`src/rtl/iddua_ram.sv`:
```
// Generic single-port-write, single-port-read RAM with a registered read.
// No dependencies.
module iddua_ram #(
    parameter int W = 8,
    parameter int D = 16
) (
    input  logic                                 i_clk,
    input  logic                                 i_we,
    input  logic [((D > 1) ? $clog2(D) : 1)-1:0] i_waddr,
    input  logic [W-1:0]                         i_wdata,
    input  logic                                 i_re,
    input  logic [((D > 1) ? $clog2(D) : 1)-1:0] i_raddr,
    output logic [W-1:0]                         o_rdata
);

    logic [W-1:0] r_mem [D];
    logic [W-1:0] r_rdata;

    always_ff @(posedge i_clk) begin
        if (i_we) begin
            r_mem[i_waddr] <= i_wdata;
        end
        if (i_re) begin
            r_rdata <= r_mem[i_raddr];
        end
    end

    assign o_rdata = r_rdata;

endmodule

```
`config.mk`:
```
export PLATFORM = sky130hd
export DESIGN_NAME = iddua_ram
export DESIGN_NICKNAME = d
export VERILOG_FILES = /design/src/rtl/iddua_ram.sv
export SDC_FILE = /design/constraint.sdc
export NUM_CORES = 1
export LEC_CHECK = 0
export BUFFER_PORTS_ARGS = -buffer_cell sky130_fd_sc_hd__buf_4
export CAP_MARGIN = 20
export CORE_MARGIN = 4
export CORE_UTILIZATION = 40
export CTS_CLUSTER_DIAMETER = 200
export DETAILED_ROUTE_END_ITERATION = 10
export GPL_ROUTABILITY_DRIVEN = 1
export SLEW_MARGIN = 30
export SYNTH_ARGS = -nofsm -noshare
export SYNTH_HDL_FRONTEND = slang
export SYNTH_SLANG_ARGS = --single-unit
```
`constraint.sdc`:
```
create_clock -name i_clk -period 1.9 [get_ports i_clk]
set_input_delay 0.285 -clock i_clk [delete_from_list [all_inputs] [get_ports i_clk]]
set_output_delay 0.285 -clock i_clk [all_outputs]
set_load 0.01 [all_outputs]
```
* Yosys cells after proc, flatten, opt, wreduce, memory -nomap -nowiden
Memories as Yosys holds them, arrays and structs flattened. A register that Yosys moved wholly into a read port is not among the register bits.
Index checks and enable logic that the tools add are counted.
** Storage, ports and cells
- Flip-flop bits (word level) :: 0
- RAM bits :: 128
- Bits of input ports :: 19
- Output and inout port bits :: 8
- Memories :: 1
** Cells by class
- Mux-type cells :: 2
** Memories
- r_mem :: depth 16, bits a word 8, read ports 1, clocked after memory_dff 1, write ports 1, RTL line 16 : logic [W-1:0] r_mem [D];
** Operator list (number)
- 1-bit 2-to-1 mux :: 2

* Longest topological paths before layout
Gate-level depths: netlist of the first run.
- Word-level depth :: 2
- Depth in mapped cells :: 5
- Depth with buffers taken out :: 3

* Least setup slack after synthesis of the first run
No wires, ideal clock.
- Kind :: input port to flip-flop
- From :: input i_waddr[2] in the netlist's numbering
- To :: memory r_mem[0][0] (enable)
- Setup time :: 0.383 ns
- Data arrival time :: 1.395 ns
- Data required time :: 1.517 ns
- Slack :: 0.122 ns
- Stages :: 2
- Path buffers :: 0
- Cells stage by stage :: or3b_2 -> nor3_1
** RTL lines
- from (decl) :: RTL line 9 : input logic [((D > 1) ? $clog2(D) : 1)-1:0] i_waddr,
- to (decl) :: RTL line 16
Straight into the memory's write port.

==> flow_summary.json, run 1 <==
{
  "die_h_microns": 122,
  "finalSetupViolCount": 0,
  "syn_nets": 248,
  "drv_cap": 0,
  "syn_inst": 229,
  "area_delta_synth_final_pct": 22.6,
  "comb_power_share_pct": 4.8,
  "dp_hpwl_microns": 6500,
  "cp-end-kind": "register",
  "synth-seq-cells": 136,
  "numCtsBuffers": 17,
  "core-area_sq_mm": 0.0127,
  "wl_per_cell_microns": 21.4,
  "clk_latency_ns": 0.41,
  "critical_path.cell_chain": "mux4_1, a22oi_1, nand2_1",
  "worstSetupPathType": "reg2reg",
  "clkPwrFrac_pct": 48.2,
  "startpoint_type": "register",
  "antenna_found_initial": 0,
  "switching_share_pct": 19.0,
  "ys_types": 18,
  "fin_crit_ns": 1.54,
  "route.detailed.drc": 0,
  "routed_wl_microns": 10100,
  "grt_use_met2_pct": 22.1,
  "seqPwrFrac_pct": 47.0,
  "dieArea_sq_mm": 0.0150,
  "drive_above_1_share_pct": 32.7,
  "start_util_pct": 41.1,
  "clk_path_buf_depth": 2,
  "hold_path.class": "in2reg",
  "hold_viol": 0,
  "cts-root-buf": "clkbuf_16",
  "placementRows": 41,
  "grt_pass1_vias": 2544,
  "final_nets": 306,
  "io_buffers": 26,
  "cts.htree.levels": 4,
  "arrival_ns": 1.69,
  "clk_pin_slew_ns": 0.06,
  "cts_resized": 0,
  "syn_area_sq_mm": 0.00523,
  "finClkSkew_ns": 0.00556,
  "cts_setup_buffers": 0,
  "power_density_mw_per_mm2": 1130,
  "critical_path.slowest_cell": "mux4_1",
  "ios": 27,
  "dr.pass1.iters": 4,
  "place.gp.congestion": 0.726,
  "yosysWarnings": 0,
  "outcome": "complete, no violations",
  "post-route-period-util_pct": 81.0,
  "ant_nets": 0,
  "vdd_ir_drop_max_v": 0.000897,
  "top_usage_layer": "met2",
  "cpPeakStageDelay_ns": 0.50,
  "diodes": 0,
  "ctsHoldBuffers": 0,
  "worstPathRequired_ns": 2.05,
  "whs_ns": 0.180,
  "drt_iter0_drc": 163,
  "grtUsageMet1_pct": 20.6,
  "num_vias": 2446,
  "syn_area_per_cell_sq_um": 22.8,
  "grt_max_degree": 17,
  "intPower_mw": 5.85,
  "cts_tree": "yes",
  "grtUsageTotal_pct": 14.8,
  "drv_slew": 0,
  "setup_tns_ns": 0,
  "cts_sinks": 136,
  "overflow": 0,
  "worstPathMaxFanout": 1,
  "relSlewSlack_pct": 74.1,
  "grt.met3_usage_pct": 4.19,
  "rsz0062_at_grt": "false",
  "die_x_microns": 122,
  "power.switching_mw": 1.38,
  "worst_pin_slew_ns": 0.389,
  "p_leak_nw": 2.17,
  "fmax_mhz": 650,
  "viasPerCell": 5.18,
  "ys_seq_area_share_pct": 78.1,
  "grt_pass1_wl_microns": 15400
}
[synth_stat cells]
master             n  area, sq um
edfxtp_1         136         4080
mux4_2            18          405
a22oi_1           16          120
mux4_1            14          368
nor2_1            13         48.8
nand2_1            9         33.8
nor3_1             4         20.0
buf_2              3         15.0
buf_6              3         33.8
clkdlybuf4s25_2    3         30.0
nand2b_1           2         12.5
nand3b_1           2         15.0
and2_1             1         6.26
and2b_1            1         7.51
buf_4              1         7.51
nand3_1            1         5.00
nor2b_1            1         6.26
or3b_2             1         8.76
[layer usage]
| layer | up-vias | share of wire, % |
|---|---|---|
| met3 | 5 | 3.9 |
| met2 | 67 | 48 |
| met4 | 0 | 0.88 |
| met1 | 1276 | 47 |
| li1 | 1098 | - |
| met5 | - | 0 |
[power groups by stage]
| stage | Sequential [mW] | Combinational [mW] | Clock (mW) |
|---|---|---|---|
| 2_1_floorplan | 3.46 | 0.171 | 0 |
| 6_report | 3.40 | 0.347 | 3.48 |
| 4_1_cts | 3.40 | 0.355 | 3.54 |
| 3_5_place_dp | 3.46 | 0.353 | 0 |
| 3_3_place_gp | 3.46 | 0.347 | 0 |
| 5_1_grt | 3.40 | 0.377 | 3.68 |
[worst max-delay path, delay by kind of cell (launching register included)]
kind	cells	cell delay (ns)
DFF	1	0.37
and+or+nand+nor	1	0.09
muxes	1	0.50
AOI/OAI and AO/OA	1	0.32
[area by class of cell]
| cell class | count | area [sq um] |
|---|---|---|
| flip-flops and latches | 136 | 4080 |
| fillers | 1049 | 6310 |
| clock inverters | 15 | 208 |
| clock buffers | 17 | 425 |
| well taps | 172 | 215 |
| multi-input cells | 83 | 1060 |
| repair buffers | 49 | 418 |
[path summary, 6_finish.rpt]
check / startpoint / slack, ns / endpoint / cells past startpoint
hold reg to reg: r_mem[14][0] / 0.75 / o_rdata[0] / 3
hold / removal: i_re / 0.18 / o_rdata[4] / 1
setup reg to reg: r_mem[0][2] / 0.36 / o_rdata[2] / 3
setup / recovery: r_mem[0][2] / 0.36 / o_rdata[2] / 3
[placed cells by master, fill, tap and decap left out]
master / n
nor2_1: 13
nor2b_1: 1
nand3_1: 1
bufinv_16: 5
clkbuf_16: 17
nand2b_1: 2
clkinvlp_4: 4
or3b_2: 1
and2_1: 1
nand3b_1: 2
mux4_1: 14
buf_12: 4
clkinv_1: 2
buf_4: 45
nor3_1: 4
nand2_1: 9
a22oi_1: 16
and2b_1: 1
mux4_2: 18
edfxtp_1: 136
clkinv_2: 4
[logic make-up after synthesis]
logic type	count (synthesis)	synth area share, %
AO/OA/AOI/OAI	16	2.30
buffers and inverters	10	1.65
AND/OR/NAND/NOR	35	3.14
flip-flops	136	78.1
multiplexers	32	14.8
[through the flow]
step	power, mW	setup WS (ns)	utilization [%]	cell area (sq um)	cells
5_1_grt	7.46	0.270	50.4	6410	472
3_5_place_dp	3.81	0.0684	45.4	5770	440
3_3_place_gp	3.80	0.0849	45.4	5770	440
4_1_cts	7.30	0.351	50.4	6410	472
6_report	7.22	0.361	50.4	6410	472
2_1_floorplan	3.63	0.122	-	5230	229
[flip-flops by register name, summed over array words and instances, names as in the netlist]
name and cells:
r_mem 128, o_rdata 8
(Power assumes the default switching activity.)
==> run 2: changes to the inputs <==
==> constraint.sdc (replaced) <==
create_clock -name i_clk -period 1.4 [get_ports i_clk]
set_input_delay 0.21 -clock i_clk [delete_from_list [all_inputs] [get_ports i_clk]]
set_output_delay 0.21 -clock i_clk [all_outputs]
set_load 0.01 [all_outputs]
==> flow_summary.json, run 2 (same netlist as run 1, synthesis figures left out) <==
{
  "outcome": "complete, no violations",
  "cts.htree.levels": 4,
  "cpPeakStageDelay_ns": 0.51,
  "switching_share_pct": 19.9,
  "clk_path_buf_depth": 2,
  "grt.met3_usage_pct": 3.36,
  "io_buffers": 26,
  "finClkSkew_ns": 0.00374,
  "fmax_mhz": 718,
  "cp.depth": 3,
  "fillers": 1065,
  "core-area_sq_mm": 0.0127,
  "route.detailed.drc": 0,
  "power.switching_mw": 1.80,
  "startpoint_type": "register",
  "grt_use_met2_pct": 23.1,
  "antenna_found_initial": 0,
  "clk_latency_ns": 0.40,
  "worstSetupPathType": "reg2reg",
  "hold_viol": 0,
  "hold_path_depth": 1,
  "placementRows": 41,
  "crit_end": "o_rdata[0]",
  "grtUsageMet1_pct": 21.4,
  "start_util_pct": 41.1,
  "hold_path.class": "in2reg",
  "post-route-period-util_pct": 99.5,
  "dp_hpwl_microns": 6680,
  "relSlewSlack_pct": 39.3,
  "drv_slew": 0,
  "reg2reg_depth": 3,
  "overflow": 0,
  "dr.pass1.iters": 4,
  "ant_nets": 0,
  "grt_pass1_wl_microns": 15900,
  "grt_max_degree": 19,
  "critPathBufInv": 0,
  "dieArea_sq_mm": 0.0150,
  "viasPerCell": 5.16,
  "drive_above_1_share_pct": 40.5,
  "place.gp.congestion": 0.713,
  "cp-end-kind": "register",
  "cts-root-buf": "clkbuf_16",
  "worstPathRequired_ns": 1.55,
  "arrival_ns": 1.54,
  "area_delta_synth_final_pct": 20.6,
  "rsz0062_at_grt": "true",
  "r2r_setup_slack_ns": 0.006,
  "finalSetupViolCount": 0,
  "cts_sinks": 136,
  "worst_pin_slew_ns": 0.909,
  "largest_register_ffs": 128,
  "cp_top_family": "multiplexers",
  "critical_path.slowest_cell": "mux4_2",
  "top_register": "r_mem",
  "clk_pin_slew_ns": 0.05,
  "cts_setup_buffers": 0,
  "p_leak_nw": 2.09,
  "drv_cap": 0,
  "grt_pass1_vias": 2566,
  "rr_startpoint": "r_mem[11][0]",
  "power_density_mw_per_mm2": 1430,
  "dp.cells": 444,
  "grtUsageTotal_pct": 15.2,
  "critical_path.cell_chain": "mux4_2, a22oi_2, nand2_1",
  "vdd_ir_drop_max_v": 0.000957,
  "clkPwrFrac_pct": 43.3,
  "seqPwrFrac_pct": 51.2,
  "cts_tree": "yes",
  "numCtsBuffers": 17,
  "crit_start": "r_mem[11][0]",
  "routed_wl_microns": 10200,
  "worstPathMaxFanout": 1,
  "fin_crit_ns": 1.39,
  "ios": 27,
  "die_h_microns": 122,
  "comb_power_share_pct": 5.5,
  "top_usage_layer": "met2",
  "whs_ns": 0.111,
  "wl_per_cell_microns": 21.4,
  "final_nets": 310,
  "ctsHoldBuffers": 0,
  "post-route-util_pct": 49.5,
  "final_cell_mix": "edfxtp_1 (136), buf_4 (51), mux4_2 (32)",
  "final_common_cell": "edfxtp_1",
  "fin_cells": 476,
  "setup_tns_ns": 0,
  "diodes": 0,
  "intPower_mw": 7.22,
  "rr_endpoint": "o_rdata[0]",
  "num_vias": 2454,
  "drt_iter0_drc": 238,
  "die_x_microns": 122
}
[run 2: metrics by stage]
stage / power [mW] / setup slack (ns) / instance area (sq um)
final: 9.02 / 0.00645 / 6300
after global routing: 9.34 / -0.0646 / 6300
after CTS: 9.08 / -0.00906 / 6290
after detailed placement: 5.19 / -0.440 / 5750
after global placement: 5.18 / -0.408 / 5750
after floorplan: 4.95 / -0.0761 / 5230
[run 2: repair_timing]
item,in CTS,in global routing
hold endpoints to repair,0,0
pin swaps,0,3
resized for setup,7,2
endpoints found under the setup margin,6,8
[run 2: final cells by class]
class / instances / area [sq um] / area share (%)
Sequential cell: 136 / 4080 / 64.8
Clock inverter: 12 / 85.1 / 1.35
Tap cell: 172 / 215 / 3.41
Clock buffer: 20 / 437 / 6.93
Multi-Input combinational cell: 83 / 1060 / 16.8
Timing Repair Buffer: 53 / 423 / 6.71
[run 2: worst min path at each step]
stage,start,endpoint
3_5_place_dp,i_wdata[7],r_mem[10][7]
3_3_place_gp,i_wdata[7],r_mem[10][7]
5_1_grt,i_re,o_rdata[5]
2_1_floorplan,i_wdata[0],r_mem[0][0]
4_1_cts,i_wdata[7],r_mem[10][7]
6_report,i_wdata[7],r_mem[10][7]
[run 2: per-layer routing]
layer | vias to the layer above | part of all wire [%]
li1 | 1094 | -
met3 | 11 | 4.4
met1 | 1290 | 46
met4 | 0 | 1.6
met5 | - | 0
met2 | 59 | 49
[run 2: power by group through the flow]
stage / logic (mW) / registers (mW) / clock network [mW]
2_1_floorplan: 0.253 / 4.70 / 0
3_3_place_gp: 0.483 / 4.70 / 0
3_5_place_dp: 0.488 / 4.70 / 0
4_1_cts: 0.502 / 4.62 / 3.96
5_1_grt: 0.538 / 4.62 / 4.18
6_report: 0.494 / 4.62 / 3.91
