===== src/rtl/iddua_pkg.sv =====
// Shared constants, types and helpers of the inode usage accumulator.
// No dependencies; used by every RTL file of the block but iddua_ram.
package iddua_pkg;

    // Seen-set geometry. BUCKETS is a power of two: the bucket is taken from
    // the low bits of the inode number.
    localparam int BUCKETS = 128;
    localparam int WAYS    = 4;
    localparam int BKT_W   = (BUCKETS > 1) ? $clog2(BUCKETS) : 1;

    // Field widths.
    localparam int CTX_W    = 32;
    localparam int LINKS_W  = 16;
    localparam int INODE_W  = 64;
    localparam int BLOCKS_W = 32;
    localparam int TOTAL_W  = 64;
    localparam int CFG_W    = 32;
    localparam int CFG_IDX_W = 2;
    localparam int BLOCK_SHIFT = 9;

    // Input tdata layout, lowest field first.
    localparam int CTX_LSB    = 0;
    localparam int LINKS_LSB  = CTX_LSB + CTX_W;
    localparam int INODE_LSB  = LINKS_LSB + LINKS_W;
    localparam int BLOCKS_LSB = INODE_LSB + INODE_W;
    localparam int IN_DATA_W  = BLOCKS_LSB + BLOCKS_W;

    // One slot of a bucket word: valid bit above the inode tag.
    localparam int SLOT_W = INODE_W + 1;
    localparam int ROW_W  = SLOT_W * WAYS;

    // Divider sizing.
    localparam int DIVIDEND_W = TOTAL_W;
    localparam int DIVISOR_W  = CFG_W;
    localparam int DIV_CNT_W  = $clog2(DIVIDEND_W) + 1;

    // Configuration register indexes.
    localparam logic [CFG_IDX_W-1:0] CFG_OWNER_CONTEXT = 2'd0;
    localparam logic [CFG_IDX_W-1:0] CFG_COUNT_MODE    = 2'd1;
    localparam logic [CFG_IDX_W-1:0] CFG_BLOCK_SIZE    = 2'd2;

    localparam logic [CFG_W-1:0] BLOCK_SIZE_RESET = 32'd1024;

    typedef enum logic [1:0] {
        ST_IDLE,
        ST_LOOKUP,
        ST_DIVIDE
    } t_state;

    // Result flags, counted in the lowest bit (tuser order).
    typedef struct packed {
        logic table_full;
        logic duplicate;
        logic counted;
    } t_flags;

    typedef struct packed {
        logic start;
    } t_div_ctl;

    typedef struct packed {
        logic busy;
        logic done;
    } t_div_sts;

    function automatic logic [BKT_W-1:0] bucket_of(input logic [INODE_W-1:0] ino);
        logic [BKT_W-1:0] b;
        b = (BUCKETS == 1) ? '0 : ino[BKT_W-1:0];
        return b;
    endfunction

endpackage


===== src/rtl/iddua_div.sv =====
// Restoring divider, one quotient bit per cycle, for the final byte total.
// Depends on iddua_pkg.
module iddua_div (
    input  logic                              i_clk,
    input  logic                              i_rst_n,
    input  iddua_pkg::t_div_ctl               i_ctl,
    input  logic [iddua_pkg::DIVIDEND_W-1:0]  i_dividend,
    input  logic [iddua_pkg::DIVISOR_W-1:0]   i_divisor,
    output iddua_pkg::t_div_sts               o_sts,
    output logic [iddua_pkg::DIVIDEND_W-1:0]  o_quotient
);

    logic [iddua_pkg::DIVISOR_W-1:0]  r_rem, n_rem;
    logic [iddua_pkg::DIVISOR_W-1:0]  r_dvs;
    logic [iddua_pkg::DIVIDEND_W-1:0] r_quo, n_quo;
    logic [iddua_pkg::DIV_CNT_W-1:0]  r_cnt;
    logic                             r_busy;
    logic                             r_done;
    logic [iddua_pkg::DIVISOR_W:0]    shifted;
    logic                             fits;

    // The dividend shifts out of the top of r_quo while quotient bits enter below.
    always_comb begin
        shifted = {r_rem, r_quo[iddua_pkg::DIVIDEND_W-1]};
        fits    = (shifted >= {1'b0, r_dvs});
        n_rem   = fits ? iddua_pkg::DIVISOR_W'(shifted - {1'b0, r_dvs})
                       : shifted[iddua_pkg::DIVISOR_W-1:0];
        n_quo   = {r_quo[iddua_pkg::DIVIDEND_W-2:0], fits};
    end

    always_ff @(posedge i_clk) begin
        if (!i_rst_n) begin
            r_busy <= 1'b0;
            r_done <= 1'b0;
            r_cnt  <= '0;
        end else if (i_ctl.start) begin
            r_busy <= 1'b1;
            r_done <= 1'b0;
            r_cnt  <= iddua_pkg::DIV_CNT_W'(iddua_pkg::DIVIDEND_W);
        end else if (r_busy) begin
            r_cnt <= r_cnt - 1'b1;
            if (r_cnt == iddua_pkg::DIV_CNT_W'(1)) begin
                r_busy <= 1'b0;
                r_done <= 1'b1;
            end
        end
    end

    always_ff @(posedge i_clk) begin
        if (i_ctl.start) begin
            r_rem <= '0;
            r_dvs <= i_divisor;
            r_quo <= i_dividend;
        end else if (r_busy) begin
            r_rem <= n_rem;
            r_quo <= n_quo;
        end
    end

    assign o_sts.busy = r_busy;
    assign o_sts.done = r_done;
    assign o_quotient = r_quo;

endmodule


===== config.mk =====
export PLATFORM = sky130hd
export DESIGN_NAME = iddua_div
export DESIGN_NICKNAME = d
export VERILOG_FILES = /design/src/rtl/iddua_pkg.sv /design/src/rtl/iddua_div.sv
export SDC_FILE = /design/constraint.sdc
export NUM_CORES = 1
export LEC_CHECK = 0
export BUFFER_PORTS_ARGS = -buffer_cell sky130_fd_sc_hd__buf_2
export CAP_MARGIN = 25
export CORE_UTILIZATION = 56
export DETAILED_ROUTE_END_ITERATION = 8
export GPL_TIMING_DRIVEN = 0
export PLACE_DENSITY = 0.93
export REMOVE_ABC_BUFFERS = 1
export SYNTH_ARGS = -nofsm -noshare
export SYNTH_HDL_FRONTEND = slang
export SYNTH_SLANG_ARGS = --single-unit

===== constraint.sdc =====
create_clock -name i_clk -period 8.8 [get_ports i_clk]
set_input_delay 0.44 -clock i_clk [delete_from_list [all_inputs] [get_ports i_clk]]
set_output_delay 0.44 -clock i_clk [all_outputs]
set_load 0.005 [all_outputs]

# Yosys cells after proc, flatten, opt, wreduce, memory -nomap -nowiden
# Index checks and enable logic that the tools add are counted.
# Widths: inputs -> output; s select.
# totals
regBits	137
latchBits	0
mem_bits_rw	0
mem_bits_ro	0
inputBits	99
output_inout_bits	66
word_cells	23
memories	0
# op_classes
n_addsub	2
multipliers	0
div	0
magnitude_cmp	1
eq_ne	1
shifts	0
muxes	8
n_bitwise	1
reduce_logical	3
# op_table
cell	count
$mux 64	2
$ge 33x32->1	1
$mux 32	1
$sub 32x32->32	1
$mux 7	2
$eq 7x1->1 const B	1
$sub 7x1->7 const B	1
$mux 1	3
$reduce_and 2->1	1
$reduce_bool 2->1	1
$reduce_or 2->1	1
$not 1->1	1

# Longest topological paths before layout
# Gate-level depths: netlist (run 1).
# logic_depth
ltp_word	4
depth_mapped	13
ltp_nobuf	12

# Worst setup path before layout (run 1)
# OpenSTA, ideal clock, no wires.
# synth_path
path_kind	register to register
from	register r_dvs[11] in the netlist's numbering
to	register r_rem[19] in the netlist's numbering
setup_ps	91
t_arrival_ps	2831
required_ps	8709
slack_ps	5878
path_stages_with_launch	13
n_path_buf	2
synth_period_minus_slack_ps	2922
cell_sequence	edfxtp_1 -> inv_1 -> ha_1 -> clkbuf_1 -> nand4_1 -> or4_1 -> or4_1 -> o211ai_2 -> a211oi_2 -> o21a_1 -> buf_6 -> a311o_1 -> a311oi_1
# synth_between
elab_chain_len	2
word_cells_on_any_way	3
classes_between	add/sub (1); order compare (1); mux (1)
# synth_rtl
element	line_no	rtl
from (decl)	iddua_div.sv:14	logic [iddua_pkg::DIVISOR_W-1:0] r_dvs;
from (signal assigned)	iddua_div.sv:52	r_dvs <= i_divisor;
$sub 32x32->32 / $ge 33x32->1 (equally long branches)	iddua_div.sv:26, iddua_div.sv:25	
$mux 32 *	iddua_div.sv:26	n_rem = fits ? iddua_pkg::DIVISOR_W'(shifted - {1'b0, r_dvs})
to (signal assigned)	iddua_div.sv:55	r_rem <= n_rem;
to (decl)	iddua_div.sv:13	logic [iddua_pkg::DIVISOR_W-1:0] r_rem, n_rem;
# Mark *: on every way between the ends. The rest lies on a longest branch, timed or not.
# A chain may end at the register's enable or synchronous reset.

# Final worst setup path (run 1)
# layout_path
from	register r_dvs[14] in the netlist's numbering
to	register r_rem[19] in the netlist's numbering
# Same word-level chain as after synthesis.

==> results of run 1 <==
synth_stat cells (all sizes together), types with 8 or more instances:
cell    count
a31oi       8
dfxtp      41
o21ai      25
mux2       64
a311oi     23
nor2       51
edfxtp     96
nand4      12
ha         34
a21oi      35
xnor2      17
clkbuf     19
nor2b       8
xor2       15
buf        15
a211oi      8
nand2      87
inv        40
a21o       14
logic make-up after synthesis:
family / after synthesis
buf+inv: 75
flops: 137
xor+xnor: 32
fa+ha+maj: 35
compound gates: 143
mux: 65
simple gates: 193
layer usage:
metal	track usage	part of all wire	vias up
met5	0	0	-
met4	0.1128	0.028	0
met3	0.09081	0.079	36
met2	0.4339	0.49	244
met1	0.2967	0.40	2706
li1	-	-	2794
critical path: stages, from the launching register on:
cell and delay (ns):
edfxtp_1 0.34, inv_1 0.05, ha_1 0.41, nand4_2 0.17
or4_1 0.61, or4_1 0.51, o211ai_2 0.10, a211oi_2 0.11
o21a_1 0.33, buf_8 0.26, a311o_1 0.34, a311oi_1 0.27
power groups by stage:
stage	combinational [mW]	clock, mW	sequential [mW]
after floorplan	0.252	0	0.810
after global placement	0.369	0	0.815
after detailed placement	0.389	0	0.813
after CTS	0.393	0.677	0.802
after global routing	0.441	0.706	0.809
final	0.399	0.670	0.802
layout make-up:
type / count / area, um^2
Tap cell: 172 / 215.2
Timing Repair Buffer: 168 / 924.6
Clock buffer: 19 / 432.9
Sequential cell: 137 / 3705
Inverter: 41 / 153.9
Multi-Input combinational cell: 468 / 3319
Clock inverter: 13 / 120.1
Fill cell: 928 / 3800
state kept, by name, summed over array words and instances, names as in the netlist:
signal and flops:
r_rem 32, r_busy 1, r_done 1, r_cnt 7
r_dvs 32, o_quotient 64
worst max-delay path by stage:
stage	startpoint	end	depth (start not counted)
global route	r_dvs[14]	r_rem[19]	11
CTS	r_dvs[18]	r_rem[19]	10
finish	r_dvs[14]	r_rem[19]	11
floorplan	r_busy	o_quotient[0]	2
detailed placement	r_dvs[18]	r_rem[19]	10
global placement	i_ctl	o_quotient[63]	3
metrics by stage:
stage	cells	worst slack [ns]	hold WS [ns]	power (mW)
floorplan	646	4.938	0.4421	1.062
global placement	982	3.183	0.4355	1.184
detailed placement	985	5.224	0.4477	1.202
CTS	1017	5.162	0.1825	1.872
global route	1018	5.019	0.1796	1.956
finish	1018	5.207	0.1951	1.871
==> flow_summary.ini, run 1 <==
[outcome]
outcome = completed

[detailed_routing]
vias = 5780
drt_iter0_drc = 369
route.detailed.drc = 0
ant_nets = 0
viasPerCell = 5.678
wl_per_cell_um = 16.64
wirelength_um = 16940
first_pass_iters = 5

[power_and_ir_drop]
clockPowerShare = 0.358
seqPwrFrac = 0.429
p_int_mw = 1.330
comb_power_share = 0.213
swShare = 0.2890
irDropWorstVdd_uv = 191.0
cellPowerDensity_nw_per_um2 = 210.9
netSwitchingPower_mw = 0.5408
cellLeakagePower_nw = 3.766

[yosys]
yosysWarnings = 0
syn-cell-area_um2 = 7322
synth-xor-area-share = 0.03828
synth-main-ff-cell = edfxtp_1
synthMuxAreaShare = 0.09979
synth_area_per_cell_um2 = 10.77
synth-compound-area-share = 0.1338
synthDistinctLibCells = 58
ys_ff_latch = 137
synthAdderAreaFrac = 0.06083
postSynthCellCount = 680
yosys.area.top_type_share = 0.3937
synth_top_family_by_area = compound AO/OA/AOI/OAI gates
synthSimpleGateAreaFrac = 0.1196
synth-edff-count = 96
yosysSeqAreaShare = 0.5058
async_flop_share = 0
synth_area_leader_cell = edfxtp_1
synth.area.top_cells = edfxtp_1, dfxtp_1, mux2_2

[cts]
clockRootBuffer = clkbuf_16
cts_tree = done
clock_path_buffers = 2
cts_resized = 0
cts_buffers = 17
clk_pin_slew_ns = 0.06
h-tree-depth = 4
cts_hold_buf = 0
cts_num_sinks = 137
clk_latency_ns = 0.42
post-cts-setup-buffer-count = 0

[placement]
dpl-instance-area_um2 = 8303
numPortBuffers = 164
routabilityCongestion = 0.9170
dp_hpwl_um = 11960

[sta]
relSlewSlack = 0.4077
tightest_slew_ns = 0.8883
tns_ns = 0
period_minus_slack_ns = 3.593
finalSetupViolCount = 0
fmax_ghz = 0.2783
finalHoldViolations = 0
clock_skew_ns = 0.007833
rsz0062_at_grt = no
fin_crit_sh = 0.4083
slew_violations = 0

[grt]
grt_pass1_vias = 5658
gr-usage-all-layers = 0.2578
overflow = 0
grt_max_degree = 70
antenna_found_initial = 0
grt_pass1_wl_um = 26550

[setup_path]
critPathMaxFanout = 15
r2r-start = r_dvs[14]
cp.required_ns = 9.12
startpoint_type = flop
cp.arrival_ns = 3.92
endpoint_kind = flop
rrSetupSlack_ns = 5.21
worstReg2RegEnd = r_rem[19]
path_class = flop to flop
reg2regPathDepth = 11

[cells_and_area]
final_area_um2 = 8871
layout_common_cells = buf_2, edfxtp_1, nand2_1
final_core_util = 0.7001
synthToLayoutAreaGrowth_pct = 21.16
final_common_cell = buf_2
nets = 967
num_antenna_cells = 0
drive_gt1_frac = 0.3191

[hold_path]
whs_endpoint = r_dvs[4]
min-delay-start = i_divisor[4]
holdPathStages = 1
hp-class = input pin to flop

[floorplan]
core_area_um2 = 12670
die_h_um = 116.3
die_w_um = 116.3
rows = 41
die_area_um2 = 13540
start_util = 0.5779
ios = 165

[job]
max_cap_viol_count = 0
No activity file was read; power rests on OpenSTA's default activity.
==> run 2: changes to the inputs <==
--- a/config.mk
+++ b/config.mk
@@ -5,12 +5,13 @@
 export SDC_FILE = /design/constraint.sdc
 export NUM_CORES = 1
 export LEC_CHECK = 0
+export ABC_AREA = 1
 export BUFFER_PORTS_ARGS = -buffer_cell sky130_fd_sc_hd__buf_2
 export CAP_MARGIN = 25
-export CORE_UTILIZATION = 56
+export CORE_UTILIZATION = 51
 export DETAILED_ROUTE_END_ITERATION = 8
 export GPL_TIMING_DRIVEN = 0
-export PLACE_DENSITY = 0.93
+export PLACE_DENSITY = 0.89
 export REMOVE_ABC_BUFFERS = 1
 export SYNTH_ARGS = -nofsm -noshare
 export SYNTH_HDL_FRONTEND = slang
==> constraint.sdc (replaced) <==
create_clock -name i_clk -period 2.89 [get_ports i_clk]
set_input_delay 0.1445 -clock i_clk [delete_from_list [all_inputs] [get_ports i_clk]]
set_output_delay 0.1445 -clock i_clk [all_outputs]
set_load 0.005 [all_outputs]
==> run 2 against run 1 <==
  * The flow now finishes with violations (negative hold slack)
  * Synthesized cell count rose by 69%
  * Largest cell class is now multi-input combinational cells
  * Highest routed layer unchanged
  * Core utilization fell by 2.4 points
  * Sequential share of layout area fell by 7.4 points
  * Sequential power rose to 2.9 times the previous value
  * Critical endpoint is now r_rem[24]
  * Critical path depth rose by 2
  * Count of clock-buffer cells in the layout rose by 1
  * Final cell count rose by 59%
  * First-iteration DRC count rose by 54%
==> flow_summary.ini, run 2 <==
[job]
max_cap_viol_count = 0

[floorplan]
die_area_um2 = 16880
core_area_um2 = 15940
start_util = 0.5236
rows = 46
die_w_um = 129.9
ios = 165
die_h_um = 129.9

[detailed_routing]
wl_per_cell_um = 14.92
viasPerCell = 5.092
route.detailed.drc = 0
wl_met2_um = 11690
ant_nets = 0
drt-met1-wl_um = 9890
first_pass_iters = 5
wirelength_um = 24120
drt_iter0_drc = 570
vias = 8234
wl_met3_um = 1595
dr.max_layer_used = met4

[outcome]
violations = negative hold slack
outcome = finished, violations left

[sta]
fin_crit_sh = 0.9376
rsz0062_at_grt = no
fmax_ghz = 0.3691
holdWs_ns = -0.008119
finalSetupViolCount = 0
relSlewSlack = 0.3239
period_minus_slack_ns = 2.710
fin_ws_ns = 0.1804
clock_skew_ns = 0.01449
finalHoldViolations = 1
slew_violations = 0
tightest_slew_ns = 1.013

[cts]
h-tree-depth = 4
clk_latency_ns = 0.44
clock_path_buffers = 2
cts_num_sinks = 137
cts_buffers = 17
clk_pin_slew_ns = 0.07
clockRootBuffer = clkbuf_16
cts_tree = done

[cells_and_area]
nets = 1521
multi_input_area_um2 = 3772
fillers = 1309
synthToLayoutAreaGrowth_pct = 29.12
largest_register_ffs = 64
layout_common_cells = nand2_1, inv_1, buf_2
final-seq-area_um2 = 3704
final_common_cell = nand2_1
drive_gt1_frac = 0.1671

[setup_path]
startpoint_type = flop
cpPeakStageDelay_ns = 0.46
r2r-start = r_dvs[23]
crit_chain = inv_1, ha_1, nand2_2, inv_2, a21oi_2, nand2_1, nand2_1, nand2_1, nor2_4, nand2_4, nand2_1, nand3_1, nand2_1
cp_num_buf_inv = 2
reg2regPathDepth = 13
cp.required_ns = 3.26
endpoint_kind = flop
critPathMaxFanout = 32
slowest_stage = nor2_4
cpMostUsedCell = nand2_1
path_class = flop to flop
critical_path.top_delay_family = simple AND/OR/NAND/NOR gates
worstReg2RegEnd = r_rem[24]
cp.arrival_ns = 3.08
rrSetupSlack_ns = 0.18

[power_and_ir_drop]
p_total_mw = 5.193
irDropWorstVdd_uv = 409.3
cellPowerDensity_nw_per_um2 = 481.8
cellLeakagePower_nw = 5.680

[yosys]
synth_common_cells = nand2_1, inv_1, edfxtp_1
syn-cell-area_um2 = 8348
synth.most_common_cell = nand2_1
yosys.area.top_type_share = 0.3453
yosysWarnings = 0
synth.area.top_cells = edfxtp_1, nand2_1, dfxtp_1
postSynthCellCount = 1148
synth_area_per_cell_um2 = 7.272
synth_area_leader_cell = edfxtp_1
async_flop_share = 0
yosysSeqAreaShare = 0.4436
synth-edff-count = 96
synthDistinctLibCells = 36
synth-main-ff-cell = edfxtp_1
ys_ff_latch = 137

[placement]
dp_hpwl_um = 15890
routabilityCongestion = 0.9401
dp_slack_ns = -0.05119
numPortBuffers = 164

[hold_path]
hp-class = input pin to flop
whs_endpoint = o_quotient[62]
min-delay-start = i_dividend[62]
holdPathStages = 3

[grt]
antenna_found_initial = 1
grt_pass1_wl_um = 38120
overflow = 0
grt_pass1_vias = 7969
grt_max_degree = 77
gr-usage-all-layers = 0.2977
==> run 2: cell types whose count changed after synthesis, sizes merged, moves of 14 or more <==
cell / change
nand3: +78
a21o: -14
mux2: -64
inv: +151
a311oi: -23
nand2: +429
==> run 2: logic make-up after synthesis <==
logic type,after synthesis,share of synthesized area
AO/OA/AOI/OAI,45,0.02983
XOR/XNOR,15,0.01574
adder cells (fa/ha/maj),35,0.05336
buffers and inverters,223,0.1064
flip-flops,137,0.4436
AND/OR/NAND/NOR,693,0.3510
==> run 2: what timing repair did <==
| item | 4_1_cts | 5_1_grt |
|---|---|---|
| setup buffers | 0 | 0 |
| resized for setup | 1 | 0 |
| endpoints found under the setup margin | 28 | 3 |
| gates cloned | 1 | 0 |
| hold buffers | 83 | 0 |
| pin swaps | 1 | 1 |
| hold endpoints to repair | 84 | 0 |
==> run 2: area by class of cell <==
cell class / count / area share
tap: 216 / 0.02507
multi-input combinational: 789 / 0.3500
clock inverter: 12 / 0.01091
clock buffer: 20 / 0.04051
inverter: 191 / 0.06674
sequential: 137 / 0.3436
timing repair buffer: 251 / 0.1630
antenna: 1 / 0.0002322
==> run 2: per-stage QoR <==
| stage | setup TNS [ns] | cell area [um^2] | util | hold WS, ns | std cells |
|---|---|---|---|---|---|
| 4_1_cts | 0 | 10780 | 0.6760 | 0.0002550 | 1616 |
| 6_report | 0 | 10780 | 0.6761 | -0.008119 | 1617 |
| 3_5_place_dp | -0.4882 | 9380 | 0.5884 | 0.3229 | 1500 |
| 3_3_place_gp | -249.68 | 9268 | 0.5813 | 0.3219 | 1496 |
| 2_1_floorplan | 0 | 8177 | - | 0.2434 | 1116 |
| 5_1_grt | 0 | 10780 | 0.6761 | 0.005487 | 1617 |
==> run 2: per-layer routing <==
layer  vias up  global-route usage
met1      3760              0.3480
met2       354              0.5212
li1       4044                   -
met4         0              0.1484
met3        76             0.05904
met5         -                   0
==> run 2: worst max-delay path by stage <==
stage / endpoint / slack [ns] / depth (start not counted) / from
after floorplan: o_quotient[0] / 0.13 / 2 / r_busy
after global placement: o_quotient[60] / -2.33 / 3 / i_ctl
after detailed placement: r_rem[8] / -0.05 / 13 / r_dvs[24]
after CTS: r_rem[24] / 0.23 / 13 / r_dvs[24]
after global routing: r_rem[24] / 0.005 / 15 / r_dvs[19]
final: r_rem[24] / 0.18 / 13 / r_dvs[23]
==> run 2: worst register-to-register path, stage by stage (launching register included) <==
cell      delay, ns
edfxtp_1       0.33
inv_1          0.05
ha_1           0.37
nand2_2        0.15
inv_2          0.05
a21oi_2        0.17
nand2_1        0.11
nand2_1        0.07
nand2_1        0.15
nor2_4         0.46
nand2_4        0.38
nand2_1        0.20
nand3_1        0.08
nand2_1        0.08
==> run 2: power by group <==
| group | total, mW | leakage, nW | switching [mW] | internal [mW] |
|---|---|---|---|---|
| clock | 2.10 | 0.270 | 0.902 | 1.20 |
| sequential | 2.36 | 1.30 | 0.0818 | 2.27 |
| combinational | 0.740 | 4.11 | 0.417 | 0.323 |
